===== config.mk =====
export PLATFORM = sky130hd
export DESIGN_NAME = readability_grade_counter_unit_flat
export DESIGN_NICKNAME = d
export VERILOG_FILES = /design/src/rtl/rgc_pkg.sv /design/src/rtl/rgc_char_if.sv /design/src/rtl/rgc_grade_if.sv /design/src/rtl/readability_grade_counter_unit.sv /design/src/rtl/rgc_ctrl.sv /design/src/rtl/rgc_dpath.sv /design/src/flat_wrapper.sv
export SDC_FILE = /design/constraint.sdc
export NUM_CORES = 1
export LEC_CHECK = 0
export ABC_AREA = 1
export BUFFER_PORTS_ARGS = -buffer_cell sky130_fd_sc_hd__buf_2
export CAP_MARGIN = 20
export CELL_PAD_IN_SITES_DETAIL_PLACEMENT = 0
export CELL_PAD_IN_SITES_GLOBAL_PLACEMENT = 1
export CORE_ASPECT_RATIO = 1.4
export CORE_MARGIN = 1.5
export CORE_UTILIZATION = 40
export DETAILED_ROUTE_END_ITERATION = 8
export PLACE_DENSITY = 0.68
export REMOVE_ABC_BUFFERS = 1
export SYNTH_ARGS = -nofsm -noshare
export SYNTH_HDL_FRONTEND = slang
export SYNTH_HIERARCHICAL = 1
export SYNTH_SLANG_ARGS = --single-unit

===== constraint.sdc =====
create_clock -name clk -period 9.8 [get_ports clk]
set_input_delay 1.96 -clock clk [delete_from_list [all_inputs] [get_ports clk]]
set_output_delay 1.96 -clock clk [all_outputs]
set_load 0.1 [all_outputs]

===== src/rtl/rgc_pkg.sv =====
// ----------------------------------------------------------------------------
// rgc_pkg: readability grade counter shared definitions
// Widths, character codes, band codes, controller states, command and
// status structs, and character class helpers.
// ----------------------------------------------------------------------------
package rgc_pkg;

	localparam int COUNT_BITS = 16;
	localparam int FIELD_BITS = 16;
	localparam int FIELD_MAX  = 65535;
	// signed numerator with room for the doubling and rounding offset
	localparam int NUM_W      = COUNT_BITS + 16;
	localparam int QUO_W      = 5;
	localparam int QUO_CAP    = 17;
	localparam int GRADE_MAX  = 16;
	localparam int MUL_LETTER = 588;
	localparam int MUL_SENT   = 2960;
	localparam int MUL_WORD   = 1580;
	localparam int MUL_DEN    = 100;

	localparam logic [7:0] CH_TAB   = 8'h09;
	localparam logic [7:0] CH_CR    = 8'h0D;
	localparam logic [7:0] CH_SPACE = 8'h20;
	localparam logic [7:0] CH_BANG  = 8'h21;
	localparam logic [7:0] CH_DOT   = 8'h2E;
	localparam logic [7:0] CH_QUERY = 8'h3F;
	localparam logic [7:0] CH_UP_A  = 8'h41;
	localparam logic [7:0] CH_UP_Z  = 8'h5A;
	localparam logic [7:0] CH_LO_A  = 8'h61;
	localparam logic [7:0] CH_LO_Z  = 8'h7A;

	typedef logic [COUNT_BITS-1:0] count_t;
	typedef logic [FIELD_BITS-1:0] field_t;
	typedef logic [NUM_W-1:0]      num_t;
	typedef logic [QUO_W-1:0]      quo_t;
	typedef logic [1:0]            band_t;

	localparam band_t BAND_BELOW  = 2'd0;
	localparam band_t BAND_GRADED = 2'd1;
	localparam band_t BAND_ABOVE  = 2'd2;

	typedef enum logic [2:0] {
		ST_IDLE,
		ST_MUL,
		ST_SUB,
		ST_PREP,
		ST_DIV,
		ST_OUT
	} state_t;

	typedef struct packed {
		logic count;
		logic mul;
		logic sub;
		logic prep;
		logic div;
		logic load;
	} cmd_t;

	typedef struct packed {
		logic div_done;
	} status_t;

	function automatic logic is_letter(logic [7:0] c);
		return (c >= CH_UP_A && c <= CH_UP_Z) || (c >= CH_LO_A && c <= CH_LO_Z);
	endfunction

	function automatic logic is_blank(logic [7:0] c);
		return (c == CH_SPACE) || (c >= CH_TAB && c <= CH_CR);
	endfunction

	function automatic logic is_stop(logic [7:0] c);
		return (c == CH_DOT) || (c == CH_BANG) || (c == CH_QUERY);
	endfunction

	function automatic count_t sat_inc(count_t v);
		return (v == '1) ? v : v + count_t'(1);
	endfunction

	function automatic field_t to_field(count_t v);
		if (32'(v) > FIELD_MAX)
			return field_t'(FIELD_MAX);
		return field_t'(v);
	endfunction

endpackage


===== src/rtl/rgc_char_if.sv =====
// ----------------------------------------------------------------------------
// rgc_char_if: character input channel
// One text byte per transaction with a last-byte mark.
// ----------------------------------------------------------------------------
interface rgc_char_if;
	logic       valid;
	logic       ready;
	logic [7:0] char_byte;
	logic       last_char;

	modport source (output valid, output char_byte, output last_char, input ready);
	modport sink   (input valid, input char_byte, input last_char, output ready);
endinterface


===== src/rtl/rgc_grade_if.sv =====
// ----------------------------------------------------------------------------
// rgc_grade_if: grade result channel
// One grade and the three totals per transaction.
// ----------------------------------------------------------------------------
interface rgc_grade_if;
	logic        valid;
	logic        ready;
	logic [1:0]  band;
	logic [4:0]  grade;
	logic [15:0] letter_total;
	logic [15:0] word_total;
	logic [15:0] sentence_total;

	modport source (output valid, output band, output grade, output letter_total,
		output word_total, output sentence_total, input ready);
	modport sink   (input valid, input band, input grade, input letter_total,
		input word_total, input sentence_total, output ready);
endinterface


===== src/rtl/readability_grade_counter_unit.sv =====
// ----------------------------------------------------------------------------
// readability_grade_counter_unit: Coleman-Liau readability grade
// Counts letters, words and sentences over a byte stream and gives the
// rounded, banded grade with the totals after the last byte.
//
//   channel  dir  handshake    payload
//   chars    in   valid/ready  char_byte[7:0], last_char
//   grades   out  valid/ready  band[1:0], grade[4:0], letter_total,
//                              word_total, sentence_total [15:0]
//
// Ordinary bytes: one per cycle. After the last byte the input stalls for
// the three arithmetic steps, one subtract per grade unit in the repeated
// subtract unit (at most seventeen), and the result load.
// The result register frees the input once loaded; a held result stalls
// only the load of the next one. Reset clears counters, flags and valid.
// ----------------------------------------------------------------------------
module readability_grade_counter_unit (
	input  logic        clk,
	input  logic        arst_n,
	rgc_char_if.sink    chars,
	rgc_grade_if.source grades
);
	import rgc_pkg::*;

	cmd_t    cmd;
	status_t status;

	rgc_ctrl u_ctrl (
		.clk         (clk),
		.arst_n      (arst_n),
		.char_valid  (chars.valid),
		.char_last   (chars.last_char),
		.char_ready  (chars.ready),
		.grade_ready (grades.ready),
		.grade_valid (grades.valid),
		.cmd         (cmd),
		.status      (status)
	);

	rgc_dpath u_dpath (
		.clk            (clk),
		.arst_n         (arst_n),
		.cmd            (cmd),
		.status         (status),
		.char_byte      (chars.char_byte),
		.band           (grades.band),
		.grade          (grades.grade),
		.letter_total   (grades.letter_total),
		.word_total     (grades.word_total),
		.sentence_total (grades.sentence_total)
	);

	a_last_stalls: assert property (@(posedge clk) disable iff (!arst_n)
		chars.valid && chars.ready && chars.last_char |=> !chars.ready)
		else $error("input taken during grade computation");

	a_below_grade: assert property (@(posedge clk) disable iff (!arst_n)
		grades.valid && grades.band == BAND_BELOW |-> grades.grade == 5'd1)
		else $error("below band without grade one");

	a_above_grade: assert property (@(posedge clk) disable iff (!arst_n)
		grades.valid && grades.band == BAND_ABOVE |-> grades.grade == 5'd16)
		else $error("above band without grade sixteen");

	a_graded_range: assert property (@(posedge clk) disable iff (!arst_n)
		grades.valid |-> grades.band == BAND_BELOW || grades.band == BAND_ABOVE
			|| (grades.band == BAND_GRADED && grades.grade != 5'd0
			&& grades.grade <= 5'd16))
		else $error("grade outside band range");
endmodule


===== src/rtl/rgc_ctrl.sv =====
// ----------------------------------------------------------------------------
// rgc_ctrl: readability grade counter controller
// Sequences counting, the grade arithmetic steps and the result load, and
// owns the result valid flag.
// ----------------------------------------------------------------------------
module rgc_ctrl (
	input  logic             clk,
	input  logic             arst_n,
	input  logic             char_valid,
	input  logic             char_last,
	output logic             char_ready,
	input  logic             grade_ready,
	output logic             grade_valid,
	output rgc_pkg::cmd_t    cmd,
	input  rgc_pkg::status_t status
);
	import rgc_pkg::*;

	state_t state_q;
	state_t state_d;
	logic   out_valid_q;

	always_ff @(posedge clk or negedge arst_n) begin
		if (!arst_n) begin
			state_q     <= ST_IDLE;
			out_valid_q <= 1'b0;
		end else begin
			state_q <= state_d;
			if (cmd.load)
				out_valid_q <= 1'b1;
			else if (grade_ready)
				out_valid_q <= 1'b0;
		end
	end

	always_comb begin
		state_d    = state_q;
		cmd        = '0;
		char_ready = 1'b0;
		case (state_q)
			ST_IDLE: begin
				char_ready = 1'b1;
				cmd.count  = char_valid;
				if (char_valid && char_last)
					state_d = ST_MUL;
			end
			ST_MUL: begin
				cmd.mul = 1'b1;
				state_d = ST_SUB;
			end
			ST_SUB: begin
				cmd.sub = 1'b1;
				state_d = ST_PREP;
			end
			ST_PREP: begin
				cmd.prep = 1'b1;
				state_d  = ST_DIV;
			end
			ST_DIV: begin
				if (status.div_done)
					state_d = ST_OUT;
				else
					cmd.div = 1'b1;
			end
			ST_OUT: begin
				if (!out_valid_q || grade_ready) begin
					cmd.load = 1'b1;
					state_d  = ST_IDLE;
				end
			end
			default: begin
				state_d = ST_IDLE;
			end
		endcase
	end

	assign grade_valid = out_valid_q;
endmodule


===== src/rtl/rgc_dpath.sv =====
// ----------------------------------------------------------------------------
// rgc_dpath: readability grade counter datapath
// Saturating counters and run flags, constant products, and a repeated
// subtract unit that finds the rounded quotient capped at seventeen.
// ----------------------------------------------------------------------------
module rgc_dpath (
	input  logic              clk,
	input  logic              arst_n,
	input  rgc_pkg::cmd_t     cmd,
	output rgc_pkg::status_t  status,
	input  logic [7:0]        char_byte,
	output rgc_pkg::band_t    band,
	output logic [4:0]        grade,
	output rgc_pkg::field_t   letter_total,
	output rgc_pkg::field_t   word_total,
	output rgc_pkg::field_t   sentence_total
);
	import rgc_pkg::*;

	count_t letter_q, word_q, sentence_q;
	logic   in_word_q, in_punct_q;

	num_t   a_q, b_q, c_q, h_q, acc_q, rem_q;
	logic   neg_q;
	quo_t   quo_q;

	band_t  band_q;
	logic [4:0] grade_q;
	field_t letter_tot_q, word_tot_q, sentence_tot_q;

	num_t   den2;
	logic   word_zero;
	logic   can_sub;

	assign den2      = {h_q[NUM_W-2:0], 1'b0};
	assign word_zero = (word_q == '0);
	assign can_sub   = (rem_q >= den2) && (quo_q != quo_t'(QUO_CAP));
	assign status.div_done = word_zero || neg_q || !can_sub;

	always_ff @(posedge clk or negedge arst_n) begin
		if (!arst_n) begin
			letter_q   <= '0;
			word_q     <= '0;
			sentence_q <= '0;
			in_word_q  <= 1'b0;
			in_punct_q <= 1'b0;
		end else if (cmd.load) begin
			letter_q   <= '0;
			word_q     <= '0;
			sentence_q <= '0;
			in_word_q  <= 1'b0;
			in_punct_q <= 1'b0;
		end else if (cmd.count) begin
			if (is_letter(char_byte))
				letter_q <= sat_inc(letter_q);
			if (is_blank(char_byte)) begin
				in_word_q <= 1'b0;
			end else begin
				if (!in_word_q)
					word_q <= sat_inc(word_q);
				in_word_q <= 1'b1;
			end
			if (is_stop(char_byte)) begin
				if (!in_punct_q)
					sentence_q <= sat_inc(sentence_q);
				in_punct_q <= 1'b1;
			end else begin
				in_punct_q <= 1'b0;
			end
		end
	end

	// arithmetic and result payload
	always_ff @(posedge clk) begin
		if (cmd.mul) begin
			a_q <= num_t'(letter_q) * num_t'(MUL_LETTER);
			b_q <= num_t'(sentence_q) * num_t'(MUL_SENT);
			c_q <= num_t'(word_q) * num_t'(MUL_WORD);
			h_q <= num_t'(word_q) * num_t'(MUL_DEN);
		end
		if (cmd.sub)
			acc_q <= a_q - b_q - c_q;
		if (cmd.prep) begin
			neg_q <= acc_q[NUM_W-1];
			rem_q <= {acc_q[NUM_W-2:0], 1'b0} + h_q;
			quo_q <= '0;
		end
		if (cmd.div) begin
			rem_q <= rem_q - den2;
			quo_q <= quo_q + quo_t'(1);
		end
		if (cmd.load) begin
			if (word_zero || neg_q || quo_q == '0) begin
				band_q  <= BAND_BELOW;
				grade_q <= 5'd1;
			end else if (quo_q == quo_t'(QUO_CAP)) begin
				band_q  <= BAND_ABOVE;
				grade_q <= 5'(GRADE_MAX);
			end else begin
				band_q  <= BAND_GRADED;
				grade_q <= 5'(quo_q);
			end
			letter_tot_q   <= to_field(letter_q);
			word_tot_q     <= to_field(word_q);
			sentence_tot_q <= to_field(sentence_q);
		end
	end

	assign band           = band_q;
	assign grade          = grade_q;
	assign letter_total   = letter_tot_q;
	assign word_total     = word_tot_q;
	assign sentence_total = sentence_tot_q;
endmodule

===== src/flat_wrapper.sv =====
// flat-port wrapper written by rule: the top's interface ports become plain ports
module readability_grade_counter_unit_flat import rgc_pkg::*;
  (clk, arst_n, chars_valid, chars_char_byte, chars_last_char, chars_ready, grades_valid, grades_band, grades_grade, grades_letter_total, grades_word_total, grades_sentence_total, grades_ready);
  rgc_char_if chars_i ();
  rgc_grade_if grades_i ();
  input  logic clk;
  input  logic arst_n;
  input wire logic [$bits(chars_i.valid)-1:0] chars_valid;
  input wire logic [$bits(chars_i.char_byte)-1:0] chars_char_byte;
  input wire logic [$bits(chars_i.last_char)-1:0] chars_last_char;
  output wire logic [$bits(chars_i.ready)-1:0] chars_ready;
  output wire logic [$bits(grades_i.valid)-1:0] grades_valid;
  output wire logic [$bits(grades_i.band)-1:0] grades_band;
  output wire logic [$bits(grades_i.grade)-1:0] grades_grade;
  output wire logic [$bits(grades_i.letter_total)-1:0] grades_letter_total;
  output wire logic [$bits(grades_i.word_total)-1:0] grades_word_total;
  output wire logic [$bits(grades_i.sentence_total)-1:0] grades_sentence_total;
  input wire logic [$bits(grades_i.ready)-1:0] grades_ready;
  assign chars_i.valid = chars_valid;
  assign chars_i.char_byte = chars_char_byte;
  assign chars_i.last_char = chars_last_char;
  assign chars_ready = chars_i.ready;
  assign grades_valid = grades_i.valid;
  assign grades_band = grades_i.band;
  assign grades_grade = grades_i.grade;
  assign grades_letter_total = grades_i.letter_total;
  assign grades_word_total = grades_i.word_total;
  assign grades_sentence_total = grades_i.sentence_total;
  assign grades_i.ready = grades_ready;
  readability_grade_counter_unit u_core (.clk(clk), .arst_n(arst_n), .chars(chars_i), .grades(grades_i));
endmodule

### Yosys cells after proc, flatten, opt, wreduce, memory -nomap -nowiden

Cells that the tools add are included.

* $add $sub $neg: 8
* $mul: 4
* magnitude comparators: 7
* equal/unequal tests: 23
* multiplexer cells: 41
* reduce and logical (&&, ||, !) cells: 28

Operators with widths (number)
* 16-bit two-way mux: 14
* 32-bit two-way mux: 2
* 16-bit by 1-bit adder with 16-bit output, second input constant: 3
* 16-bit equality test, second input constant: 3
* 16-bit by 8-bit multiplier with 24-bit output, second input constant: 2
* 32-bit by 23-bit adder with 32-bit output: 1
* 8-bit by 6-bit equality test with 1-bit output, second input constant: 4
* 32-bit by 24-bit greater-or-equal comparator with 1-bit output: 1
* 32-bit by 24-bit subtractor with 32-bit output: 1
* 29-bit by 28-bit subtractor with 30-bit output: 1
* 26-bit by 28-bit subtractor with 29-bit output: 1
* 16-bit by 9-bit multiplier with 25-bit output, second input constant: 1
* 16-bit by 5-bit multiplier with 21-bit output, second input constant: 1
* 3-bit one-hot mux with 6 select lines: 1
* 1-bit two-way mux: 17
* 8-bit by 7-bit greater-or-equal comparator with 1-bit output, second input constant: 2
* 8-bit by 7-bit less-or-equal comparator with 1-bit output, second input constant: 2
* 16-bit zero test: 1
* 5-bit two-way mux: 3
* 2-bit by 1-bit inequality test with 1-bit output, second input constant: 7
* 2-bit nonzero test: 5
* 3-bit two-way mux: 3
* 8-bit by 4-bit greater-or-equal comparator with 1-bit output, second input constant: 1
* 8-bit by 4-bit less-or-equal comparator with 1-bit output, second input constant: 1
* other kinds (16): 33

* register bits after elaboration: 273
* bits of input ports: 13
* output and inout bits: 57
* word-level logic and storage cells: 132

### Depth between registers and ports, before layout

* depth after elaboration: 7
* gate-level depth with buffers: 23
* gate-level depth less buffers: 23

### By module

Netlist, hierarchy kept.

Modules (own cells, without submodules)
* rgc_dpath: times used 1, cells an instance 3014, area an instance 24796.3 um^2, sequential area each 7617.3 um^2
* rgc_ctrl: times used 1, cells an instance 40, area an instance 265.3 um^2, sequential area each 100.1 um^2

### Least setup slack after synthesis

OpenSTA, ideal clock, no wires.

* path kind: register to register
* start: register u_core.u_ctrl.state_q[2]
* end: register u_core.u_dpath.a_q[10] (enable)
* library setup time: 0.658 ns
* arrival: 6.813 ns
* required time: 9.142 ns
* setup slack: 2.329 ns
* cell stages (with the launch flop): 3
* buffers on the path: 1
* clock period less this slack: 7.471 ns
* path through: dfrtp_1 -> buf_4 -> nor3_1

RTL lines
* start, declared: line rgc_ctrl.sv:19 `state_t state_q;`
* start signal, assigned: line rgc_ctrl.sv:28 `state_q <= state_d;`
* end signal, assigned: line rgc_dpath.sv:76 `a_q <= num_t'(letter_q) * num_t'(MUL_LETTER);`
* end, declared: line rgc_dpath.sv:23 `num_t a_q, b_q, c_q, h_q, acc_q, rem_q;`

==> flow_summary_export.csv <==
group,metric,value,unit
worst_hold_path,hold_end,"u_core/u_dpath/in_punct_q",
setup_path,arrival,5.59,ns
detailed_routing,dr.pass1.iters,5,
cts,numCtsBuffers,30,
cells_and_area,fill_cells,6284,
cts,clock-root-buffer,"clkbuf_16",
yosys,ys.flop_type,"edfxtp_1",
global_routing,grt_pass1_vias,22200,
floorplanning,die_h,299,um
sta,fin_crit,5.35,ns
run,drv_cap,0,
yosys,synth_top_cell_area_share,25.4,%
setup_path,r2r_cells,15,
cells_and_area,antenna_cells,0,
setup_path,cp_num_cells,15,
setup_path,reg2reg_to,"u_core/u_dpath/rem_q[17]",
worst_hold_path,holdCritStartpoint,"u_core/u_dpath/in_punct_q",
place,portBuffers,69,
setup_path,crit_required,10.04,ns
detailed_routing,ant_nets,0,
cts,postCtsHoldBufs,0,
place,hpwl,64300,um
setup_path,cp_slowest_cell,"clkinv_1",
yosys,synth_enable_flop_cells,212,
yosys,async_flop_share,20.3,%
setup_path,r2r_start,"u_core/u_dpath/h_q[4]",
sta,finClkSkew,0.0439,ns
yosys,synthTopCellsByArea,"edfxtp_1 (25%), ha_1 (16%), nand2_1 (9.2%)",
floorplanning,io_pins,70,
outcome,status,"complete, no violations",
sta,worst_slew_pin_slew,0.896,ns
detailed_routing,routedWlPerCell,19.3,um
yosys,synth_cells,3054,
worst_hold_path,hp-class,"reg2reg",
cts,worstSkewPairLatency,0.61,ns
cts,htree_levels,1,
yosys,ys_ff_latch,266,
setup_path,cp_max_fo,41,
detailed_routing,via_per_inst,5.15,
floorplanning,start_util,40.4,%
detailed_routing,drt_iter0_markers,1186,
setup_path,cp_num_buf_inv,6,
sta,hold_violations,0,
floorplanning,num_rows,108,
setup_path,crit_type,"reg2reg",
setup_path,cpPeakStageDelay,0.92,ns
cts,cts_buffer_depth,3,
global_routing,grt_max_degree,65,
setup_path,crit_path_end_kind,"register",
floorplanning,core_area,0.0620,sq mm
global_routing,grt_usage,24.3,%
cts,path_clk_slew,0.06,ns
setup_path,critPathTopFamily,"buffers and inverters",
detailed_routing,drc,0,
yosys,yosysSeqAreaShare,30.8,%
global_routing,grt_overflow,0,
cts,cts_setup_buffers,0,
sta,setup-tns-final,0,ns
cts,cts-resized-gates,0,
floorplanning,die_width,215,um
setup_path,worstSetupStartpointType,"register",
sta,max_freq,0.187,GHz
setup_path,path_cells,"inv_1, ha_1, a21oi_1, nand2_1, inv_1, o21ai_0, nand2_1, nand3_1, o21ai_0, inv_1, nand3_2, inv_2, clkinv_1, nand2_1, buf_4",
sta,setup_viol,0,
yosys,syn_area,0.0251,sq mm
global_routing,grt_pass1_wl,121000,um
sta,rsz0062_at_grt,"false",
detailed_routing,vias,20600,
sta,maxSlewViolCount,0,
yosys,yosys-top-cells-count,"nand2_1 (611), inv_1 (570), ha_1 (325), nor2_1 (229), edfxtp_1 (212)",
cells_and_area,layout.nets,3592,
floorplanning,dieArea,0.0642,sq mm
cells_and_area,syn2layout_area_growth,9.67,%
cts,cts_tree,"done",
detailed_routing,routed_wl,76800,um
yosys,synth_area_per_cell,8.21,sq um
cells_and_area,layout-drive-gt1-share,5.27,%
setup_path,rrSetupSlack,4.45,ns
yosys,yosys_warnings,6,
sta,slew_headroom,40.3,%
yosys,synth_largest_area_cell,"edfxtp_1",
worst_hold_path,min_path_cells,2,
yosys,yosysUniqueCellTypes,53,
yosys,post-synth-top-count-cell,"nand2_1",
global_routing,grt_antenna_before_repair,0,
cts,cts_num_sinks,266,
sta,min_period_over_period,54.6,%
place,routabilityCongestion,1.02,
==> worst max path at each step <==
stage / start / end / slack, ns
detailed placement: u_core/u_dpath/h_q[4] / u_core/u_dpath/rem_q[4] / 4.44
floorplan: grades_ready / u_core/u_dpath/word_q[10] / 0.67
global route: u_core/u_dpath/h_q[4] / u_core/u_dpath/rem_q[17] / 3.96
CTS: u_core/u_dpath/h_q[4] / u_core/u_dpath/rem_q[17] / 4.38
finish: u_core/u_dpath/h_q[4] / u_core/u_dpath/rem_q[17] / 4.45
global placement: u_core/u_dpath/h_q[4] / u_core/u_dpath/rem_q[3] / 4.63
==> cells in the final DEF, fill, tap and decap left out, drive strengths merged, types with 13 or more instances in the layout <==
master,n
nand2,616
inv,574
ha,325
nor2,234
edfxtp,212
nand3,197
a21oi,193
o21ai,148
fa,112
xor2,111
buf,78
nand4,62
dfrtp,54
xnor2,45
nor3,39
clkbuf,38
o21bai,16
a21o,16
o31ai,15
a21boi,13
==> per-stage QoR <==
stage | instances | instance area [sq um] | utilization, % | hold slack (ns) | setup slack (ns)
3_3_place_gp | 3935 | 26400 | 42.6 | 0.507 | 4.63
6_report | 3991 | 27500 | 44.3 | 0.520 | 4.45
2_1_floorplan | 3032 | 24900 | - | 0.475 | 0.674
3_5_place_dp | 3935 | 26400 | 42.6 | 0.511 | 4.44
4_1_cts | 3991 | 27500 | 44.3 | 0.521 | 4.38
5_1_grt | 3991 | 27500 | 44.3 | 0.567 | 3.96
==> worst min-delay path, cell delays in order, from the launching register on <==
cell and delay (ns):
dfrtp_1 0.35, inv_1 0.07, o31ai_1 0.06
==> sequential cells by signal (all words and copies together) (netlist names) <==
| signal | count |
|---|---|
| u_core/u_dpath/letter_q | 16 |
| u_core/u_dpath/b_q | 24 |
| u_core/u_dpath/grade | 5 |
| u_core/u_dpath/sentence_total | 16 |
| u_core/u_dpath/in_punct_q | 1 |
| u_core/u_dpath/word_total | 16 |
| u_core/u_dpath/sentence_q | 16 |
| u_core/u_dpath/band | 2 |
| u_core/u_dpath/rem_q | 30 |
| u_core/u_dpath/in_word_q | 1 |
| u_core/u_ctrl/grade_valid | 1 |
| u_core/u_dpath/h_q | 21 |
| u_core/u_dpath/quo_q | 5 |
| u_core/u_ctrl/state_q | 3 |
| u_core/u_dpath/acc_q | 28 |
| u_core/u_dpath/neg_q | 1 |
| u_core/u_dpath/letter_total | 16 |
| u_core/u_dpath/word_q | 16 |
| u_core/u_dpath/c_q | 24 |
| u_core/u_dpath/a_q | 24 |
==> routing by layer <==
layer	part of all wire (%)	track usage (%)	up-vias
met3	2.5	1.99	162
met5	0	0	-
met1	39	25.9	9788
met4	5.3	11.9	0
met2	53	47.6	367
li1	-	-	10300
==> cell type report <==
type	count	area, sq um	area share [%]
clock buffers	38	843	3.07
inverters	574	2150	7.84
well taps	825	1030	3.76
clock inverters	18	235	0.856
multi-input cells	2192	15100	54.9
repair buffers	78	413	1.50
flip-flops and latches	266	7720	28.1
==> logic make-up after synthesis <==
kind of cell	count (synthesis)	synth area share (%)
compound gates	423	9.51
xor+xnor	156	5.45
fa+ha+maj	437	25.2
buf+inv	596	9.06
flops	266	30.8
mux	1	0.0399
simple gates	1175	20.0
Power is not shown: default switching activity piles up to over one toggle a cycle in this logic, so the estimate is an artifact.
